[src/design/rgd_pkg.sv]
package rgd_pkg;

  localparam int SCREEN_ROWS   = 512;
  localparam int TEXTURE_WIDTH = 64;
  localparam int MAP_CELLS     = 4096;

  localparam int ADDR_W  = $clog2(MAP_CELLS);
  localparam int TEX_W   = $clog2(TEXTURE_WIDTH);
  localparam int WALK_CAP = 256;
  localparam int STEP_W  = $clog2(WALK_CAP) + 1;
  localparam int DIV_NUM_W = 40;

  localparam logic [7:0]  WALL_LIMIT = 8'd21;
  localparam logic [23:0] DIST_MAX   = 24'hFFFFFF;
  localparam logic [15:0] LH_MAX     = 16'hFFFF;

  typedef enum logic [1:0] {
    CFG_MAP_WIDTH   = 2'd0,
    CFG_MAP_HEIGHT  = 2'd1,
    CFG_VIEW_CENTER = 2'd2,
    CFG_VIEW_OFFSET = 2'd3
  } cfg_reg_t;

  typedef enum logic [3:0] {
    ST_CLEAR, ST_IDLE, ST_START, ST_STEP, ST_ADDR, ST_CHECK,
    ST_DIST_GO, ST_DIST_WAIT, ST_LH_GO, ST_LH_WAIT, ST_MUL, ST_DONE, ST_MISS
  } state_t;

  typedef struct packed {
    logic clr;
    logic wr;
    logic load;
    logic step;
    logic rd;
    logic latch_cell;
    logic dist_go;
    logic dist_take;
    logic lh_go;
    logic lh_take;
    logic mul;
    logic out_load;
    logic out_miss;
  } cmd_t;

  typedef struct packed {
    logic clr_last;
    logic start_out;
    logic bound_out;
    logic wall;
    logic cap_reached;
    logic div_done;
    logic out_free;
  } status_t;

endpackage

[src/design/rgd_ctrl.sv]
module rgd_ctrl
  import rgd_pkg::*;
(
  input  logic    clk,
  input  logic    rst,
  input  logic    in_valid,
  input  logic    kind,
  output logic    in_ready,
  input  status_t sts,
  output cmd_t    cmd
);

  state_t state, state_next;

  always_ff @(posedge clk) begin
    if (rst) begin
      state <= ST_CLEAR;
    end else begin
      state <= state_next;
    end
  end

  always_comb begin
    state_next = state;
    cmd        = '0;
    in_ready   = 1'b0;
    case (state)
      ST_CLEAR: begin
        cmd.clr = 1'b1;
        if (sts.clr_last) state_next = ST_IDLE;
      end
      ST_IDLE: begin
        in_ready = 1'b1;
        if (in_valid) begin
          if (kind) begin
            cmd.load   = 1'b1;
            state_next = ST_START;
          end else begin
            cmd.wr = 1'b1;
          end
        end
      end
      ST_START: begin
        state_next = sts.start_out ? ST_MISS : ST_STEP;
      end
      ST_STEP: begin
        cmd.step   = 1'b1;
        state_next = ST_ADDR;
      end
      ST_ADDR: begin
        if (sts.bound_out) begin
          state_next = ST_MISS;
        end else begin
          cmd.rd     = 1'b1;
          state_next = ST_CHECK;
        end
      end
      ST_CHECK: begin
        cmd.latch_cell = 1'b1;
        if (sts.wall) state_next = ST_DIST_GO;
        else if (sts.cap_reached) state_next = ST_MISS;
        else state_next = ST_STEP;
      end
      ST_DIST_GO: begin
        cmd.dist_go = 1'b1;
        state_next  = ST_DIST_WAIT;
      end
      ST_DIST_WAIT: begin
        if (sts.div_done) begin
          cmd.dist_take = 1'b1;
          state_next    = ST_LH_GO;
        end
      end
      ST_LH_GO: begin
        cmd.lh_go  = 1'b1;
        state_next = ST_LH_WAIT;
      end
      ST_LH_WAIT: begin
        if (sts.div_done) begin
          cmd.lh_take = 1'b1;
          state_next  = ST_MUL;
        end
      end
      ST_MUL: begin
        cmd.mul    = 1'b1;
        state_next = ST_DONE;
      end
      ST_DONE: begin
        if (sts.out_free) begin
          cmd.out_load = 1'b1;
          state_next   = ST_IDLE;
        end
      end
      ST_MISS: begin
        if (sts.out_free) begin
          cmd.out_miss = 1'b1;
          state_next   = ST_IDLE;
        end
      end
      default: state_next = ST_IDLE;
    endcase
  end

endmodule

[config.mk]
export PLATFORM = sky130hd
export DESIGN_NAME = rgd_ctrl
export DESIGN_NICKNAME = d
export VERILOG_FILES = /design/src/design/rgd_pkg.sv /design/src/design/rgd_ctrl.sv
export SDC_FILE = /design/constraint.sdc
export NUM_CORES = 1
export LEC_CHECK = 0
export BUFFER_PORTS_ARGS = -buffer_cell sky130_fd_sc_hd__buf_2
export CAP_MARGIN = 10
export CORE_MARGIN = 1.5
export CORE_UTILIZATION = 35
export CTS_CLUSTER_DIAMETER = 120
export DETAILED_ROUTE_END_ITERATION = 8
export SYNTH_ARGS = -nofsm -noshare
export SYNTH_HDL_FRONTEND = slang
export SYNTH_SLANG_ARGS = --single-unit
export TNS_END_PERCENT = 50
[constraint.sdc]
create_clock -name clk -period 1.85 [get_ports clk]
set_input_delay 0.37 -clock clk [delete_from_list [all_inputs] [get_ports clk]]
set_output_delay 0.37 -clock clk [all_outputs]
set_load 0.005 [all_outputs]
==> results of run 1 <==
==> cells in the final DEF, fill, tap and decap left out, drive strengths merged, types with 3 or more instances in the layout <==
cell | netlist | routed
clkbuf | 3 | 3
dfxtp | 4 | 4
o21ai | 4 | 4
nor3 | 6 | 6
and3b | 3 | 3
nand2 | 9 | 9
a21oi | 5 | 5
nor2 | 7 | 7
inv | 6 | 6
buf | 4 | 34
==> cell families after synthesis <==
group	Yosys count	share of synthesized area, %
buffers and inverters	13	10.68
muxes	1	1.818
AOI/OAI and AO/OA	25	34.09
and+or+nand+nor	39	38.87
DFF	4	14.55
==> synth_stat cells, drive strengths merged (2+ instances only) <==
master and number:
a32o 2, nor2 7, buf 4, inv 6, a21oi 5, nor4 2, dfxtp 4, nor4b 2
clkbuf 3, o21ai 4, nand2 9, nor2b 2, nand2b 2, nor3 6, and3b 3
==> stage by stage <==
step | cell area (sq um) | utilization (%) | setup WS (ns) | cells
final | 760.7 | 51.09 | 0.1143 | 128
after global routing | 760.7 | 51.09 | 0.01795 | 128
after CTS | 752.0 | 50.50 | 0.01539 | 128
after detailed placement | 729.5 | 48.99 | 0.1256 | 125
after global placement | 729.5 | 48.99 | 0.1673 | 125
after floorplan | 550.5 | - | 0.1497 | 82
==> per-layer routing <==
| metal | global-route usage (%) | routed length (um) | vias to the layer above |
|---|---|---|---|
| met5 | 0 | 0 | - |
| li1 | - | - | 372 |
| met3 | 5.106 | 39 | 0 |
| met4 | 1.875 | 0 | 0 |
| met1 | 26.30 | 766 | 323 |
| met2 | 27.88 | 709 | 15 |
==> worst max-delay path by stage <==
stage,startpoint,endpoint,depth (start not counted)
after floorplan,state[0],state[1],5
after global placement,state[2],state[1],4
after detailed placement,state[2],state[1],4
after CTS,state[1],cmd[10],4
after global routing,state[1],cmd[5],4
final,state[1],state[1],4
==> cell type report <==
cell class | instances | share of cell area, %
clock buffers | 3 | 2.961
inverters | 6 | 2.961
multi-input cells | 65 | 54.93
flip-flops and latches | 4 | 10.86
well taps | 16 | 2.632
repair buffers | 34 | 25.66
==> power breakdown <==
| part | leakage, nW | internal, W | switching, W |
|---|---|---|---|
| registers | 0.0336 | 0.000112 | 0.0000401 |
| clock network | 0.0138 | 0.0000723 | 0.0000323 |
| logic | 0.328 | 0.000247 | 0.000262 |
| total | 0.375 | 0.000431 | 0.000335 |
==> critical path: stages (launching register included) <==
cell and delay [ns]:
dfxtp_1 0.46, nor4_1 0.11, a22o_1 0.26, or4_1 0.53
a32o_1 0.26
==> out/metrics.cfg, run 1 <==
[outcome]
status = finished clean

[sta]
setup_viol = 0
worst_pin_slew_ns = 0.3849
drv_slew = 0
rsz0062_at_grt = no
fmax_ghz = 0.5761
relSlewSlack_pct = 74.29
post-route-period-util_pct = 93.82
fin_skew_ns = 0.002949
fin_setup_tns_ns = 0
fin_hold_ws_ns = 0.3581
hold_viol_final = 0
min_period_ns = 1.736

[detailed_routing]
wl_um = 1515
drtAntennaViolNets = 0
drtIter0Drc = 10
dr_total_vias = 710
wl_per_cell_um = 11.84
via_per_inst = 5.547
drc = 0
first_pass_iters = 4

[worst_setup_path]
r2r-start = state[1]
ff2ff_path_depth = 4
path_class = register to register
required_ns = 1.97
r2r_slack_ns = 0.11
reg2reg_to = state[1]
cp-start-kind = register
crit_fanout = 9
cp-end-kind = register
arrival_ns = 1.86

[logic_synthesis]
synth_top_area_share_pct = 14.55
synth_fp_nets = 93
yosys.area.top_type = dfxtp_1
yosysWarnings = 0
ys_seq_elements = 4
synth-edff-count = 0
synth_cells = 82
syn_area_per_cell_sq_um = 6.714
synth_seq_area_share_pct = 14.55
yosys-top-cells-area = dfxtp_1 15%, nand2_1 6.1%, nor3_1 5.5%
async_flop_share_pct = 0
syn_area_sq_um = 550.5
synth_ff_type = dfxtp_1
yosysUniqueCellTypes = 38

[die]
initial_core_util_pct = 36.97
die_w_um = 42.66
die_area_sq_um = 1820
core_region_area_sq_um = 1489
io_pins = 25
die_h_um = 42.66
core.rowCount = 14

[cts]
clk-insertion-delay-late_ns = 0.23
cts.path.max_buffers = 2
cts_tree = built
postCtsSetupBuffers = 0
htreeDepth = 1
cts-buffers-inserted = 3
cts_resized = 0
cts_root_buf = clkbuf_4
clkTransAtPathRegs_ns = 0.04
cts.hold.buffers_added = 0
cts.sinks = 4

[pwr]
power.leakage_nw = 0.3750
power_w = 0.0007657
power_density_nw_per_um2 = 1007
peakVddDrop_mv = 0.6192

[finish]
drive_gt1_share_pct = 37.50
multi_input_area_sq_um = 417.9
reg.largest.list = state: 4 flops
area_growth_pct = 38.18
n_antenna_cell = 0
fillCellCount = 158
regArea_sq_um = 82.58
top_register = state
largest_register_ff_count = 4
fin_nets = 125

[grt]
grt_max_degree = 16
grt_pass1_wl_um = 2608
track_usage_pct = 18.26
antenna_found_initial = 0
grt_pass1_vias = 594
gr-total-overflow = 0

[min_path]
hold_path_depth = 2
hold_end = state[2]
min_path_type = input port to register
hp-start = rst

[place]
hpwl_um = 1211
portBuffers = 24
place_congestion = 0.8182

[flow_run]
maxCapViolCount = 0

Note: power is estimated with default switching activity, not from simulation.
==> run 2, diff against run 1 <==
--- a/config.mk
+++ b/config.mk
@@ -5,6 +5,7 @@
 export SDC_FILE = /design/constraint.sdc
 export NUM_CORES = 1
 export LEC_CHECK = 0
+export ABC_AREA = 1
 export BUFFER_PORTS_ARGS = -buffer_cell sky130_fd_sc_hd__buf_2
 export CAP_MARGIN = 10
 export CORE_MARGIN = 1.5
==> out/metrics.cfg, run 2 <==
[min_path]
hold_end = state[3]
hold_path_depth = 2  ; unchanged
hp-start = rst
min_path_type = input port to register

[cts]
cts.path.max_buffers = 2  ; unchanged
cts_root_buf = clkbuf_4
cts-buffers-inserted = 3  ; unchanged
htreeDepth = 1  ; unchanged
cts.hold.buffers_added = 0  ; unchanged
cts.sinks = 4  ; unchanged
clkTransAtPathRegs_ns = 0.04  ; about the same
cts_resized = 0  ; unchanged
postCtsSetupBuffers = 0  ; unchanged
cts_tree = built
clk-insertion-delay-late_ns = 0.23  ; about the same

[logic_synthesis]
yosys-top-cells-area = nand2_1 24%, dfxtp_1 15%, inv_1 14%
yosys.area.top_type = nand2_1
ys_seq_elements = 4  ; unchanged
synth_seq_area_share_pct = 14.88  ; +0.34 points
yosysUniqueCellTypes = 15  ; -61%
async_flop_share_pct = 0  ; unchanged
synth_common_cells = 35 x nand2_1, 20 x inv_1, 19 x nor2_1
synth_fp_nets = 121  ; +30%
syn_area_sq_um = 538.0  ; -2.3%
post-synth-top-count-cell = nand2_1
synth_ff_type = dfxtp_1
synth_cells = 110  ; +34%
yosysWarnings = 0  ; unchanged
synth-edff-count = 0  ; unchanged
synth_top_area_share_pct = 24.42  ; +9.9 points
syn_area_per_cell_sq_um = 4.891  ; -27%

[sta]
setup_viol = 0  ; unchanged
relSlewSlack_pct = 77.35  ; +3.1 points
worst_pin_slew_ns = 0.3385  ; -0.04641 ns
fin_setup_tns_ns = 0  ; unchanged
fmax_ghz = 0.5896  ; +2.3%
drv_slew = 0  ; unchanged
post-route-period-util_pct = 91.68  ; -2.1 points
hold_viol_final = 0  ; unchanged
rsz0062_at_grt = no
min_period_ns = 1.696  ; -0.03958 ns
fin_skew_ns = 0.005383  ; +0.002434 ns

[finish]
regArea_sq_um = 80.08  ; -3.0%
final_common_cell = nand2_1
utilization_pct = 51.19  ; +0.098 points
n_antenna_cell = 0  ; unchanged
mostFrequentLayoutCells = 35 x nand2_1, 24 x buf_2, 20 x inv_1
area_growth_pct = 30.00
reg.largest.list = state: 4 flops
fillCellCount = 164  ; +3.8%
top_register = state
drive_gt1_share_pct = 30.66  ; -6.8 points
multi_input_area_sq_um = 364.1  ; -13%
largest_register_ff_count = 4  ; unchanged
fin_nets = 150  ; +20%

[pwr]
power_density_nw_per_um2 = 1347  ; +34%
p_sw_w = 0.0005124  ; +53%
p_int_w = 0.0004297  ; -0.34%
p_clk_share_pct = 11.2  ; -2.5 points
peakVddDrop_mv = 0.6976  ; +13%
p_seq_share_pct = 19.9  ; about the same
switching_share_pct = 54.39  ; +11 points
power_frac_comb_pct = 68.9  ; +2.4 points
power.leakage_nw = 0.4810  ; +28%

[grt]
grt_pass1_wl_um = 2339  ; -10%
gr-total-overflow = 0  ; unchanged
antenna_found_initial = 0  ; unchanged
track_usage_pct = 17.08  ; -1.2 points
grt_pass1_vias = 600  ; +1.0%
grt_max_degree = 8  ; -8

[detailed_routing]
wl_um = 1403  ; -7.4%
top_layer = met3
drtAntennaViolNets = 0  ; unchanged
via_per_inst = 4.645  ; -16%
wl_met3_um = 112  ; +190%
first_pass_iters = 4  ; unchanged
drc = 0  ; unchanged
wl_per_cell_um = 9.230  ; -22%
dr_total_vias = 706  ; -0.56%
drt-met1-wl_um = 649  ; -15%
drtIter0Drc = 22  ; +12
met2_length_um = 641  ; -9.6%

[place]
hpwl_um = 1208  ; -0.26%
place_congestion = 0.8063  ; -1.5%
portBuffers = 24  ; unchanged

[flow_run]
maxCapViolCount = 0  ; unchanged

[die]
core_region_area_sq_um = 1366  ; -8.2%
die_h_um = 42.21  ; -1.1%
io_pins = 25  ; unchanged
initial_core_util_pct = 39.38  ; +2.4 points
die_w_um = 42.21  ; -1.1%
core.rowCount = 13  ; -1
die_area_sq_um = 1781  ; -2.1%

[worst_setup_path]
cp-start-kind = register
arrival_ns = 1.33  ; -0.53 ns
cp-end-kind = output pin
reg2reg_to = state[1]
r2r-start = state[3]
r2r_slack_ns = 0.49  ; +0.38 ns
path_class = register to output pin
crit_fanout = 7  ; -2
required_ns = 1.48  ; -0.49 ns
ff2ff_path_depth = 8  ; +4

[outcome]
status = finished clean

[run 2: cell types whose count changed in the layout (fill, tap and decap cells not counted), moves of 3 or more]
cell     previous run  this run
nand2_1             9        35
nand2_2             0         3
nor3_1              6         1
and3b_1             3         0
buf_4              10         0
o21ai_0             4         1
nor2_1              7        19
inv_1               5        20
nor2_2              0         5
nand3_1             1         7
inv_2               1         5
[run 2: power by group through the flow]
stage	clock network [W]	registers (W)	logic, W
2_1_floorplan	0	0.000177	0.000479
3_3_place_gp	0	0.000187	0.000655
3_5_place_dp	0	0.000189	0.000657
4_1_cts	0.000110	0.000187	0.000658
5_1_grt	0.000115	0.000198	0.000752
6_report	0.000106	0.000188	0.000649
[run 2: worst max-delay path by stage]
stage	startpoint	end	depth (start not counted)
2_1_floorplan	state[2]	cmd[11]	5
3_3_place_gp	state[2]	cmd[11]	6
3_5_place_dp	state[2]	cmd[11]	6
4_1_cts	state[2]	cmd[11]	6
5_1_grt	state[2]	cmd[11]	6
6_report	state[2]	cmd[11]	6
[run 2: layout make-up]
type,instances,share of cell area (%)
Timing Repair Buffer,24,17.17
Multi-Input combinational cell,81,52.06
Inverter,25,13.42
Tap cell,15,2.683
Clock buffer,3,3.220
Sequential cell,4,11.45
[run 2: stage by stage]
| stage | area [sq um] | instances | hold slack (ns) | worst slack, ns | total power, W |
|---|---|---|---|---|---|
| after global routing | 699.4 | 152 | 0.3504 | 0.01296 | 0.001066 |
| final | 699.4 | 152 | 0.3528 | 0.1539 | 0.0009421 |
| after detailed placement | 676.9 | 149 | 0.5469 | 0.4060 | 0.0008464 |
| after CTS | 699.4 | 152 | 0.3436 | 0.1428 | 0.0009548 |
| after floorplan | 538.0 | 110 | 0.4391 | 0.5280 | 0.0006561 |
| after global placement | 676.9 | 149 | 0.5347 | 0.4051 | 0.0008424 |
[run 2: routing by layer]
metal,vias up,GRT usage (%)
met1,296,21.85
met5,-,0
met4,0,2.500
met3,0,7.328
li1,383,-
met2,27,27.08
[run 2: cells by family (layout without fill, tap and decap cells)]
family                 after synthesis  count (layout)  share of synthesized area [%]
buffers and inverters               25              52                          17.44
and+or+nand+nor                     73              73                          59.07
DFF                                  4               4                          14.88
AOI/OAI and AO/OA                    8               8                          8.604
[run 2: critical path, stage by stage (launching register included)]
cell and delay, ns:
dfxtp_1 0.37, nor2_2 0.26, inv_1 0.10, nor2_2 0.12, nand2_1 0.06, nor2_1 0.07, buf_2 0.11
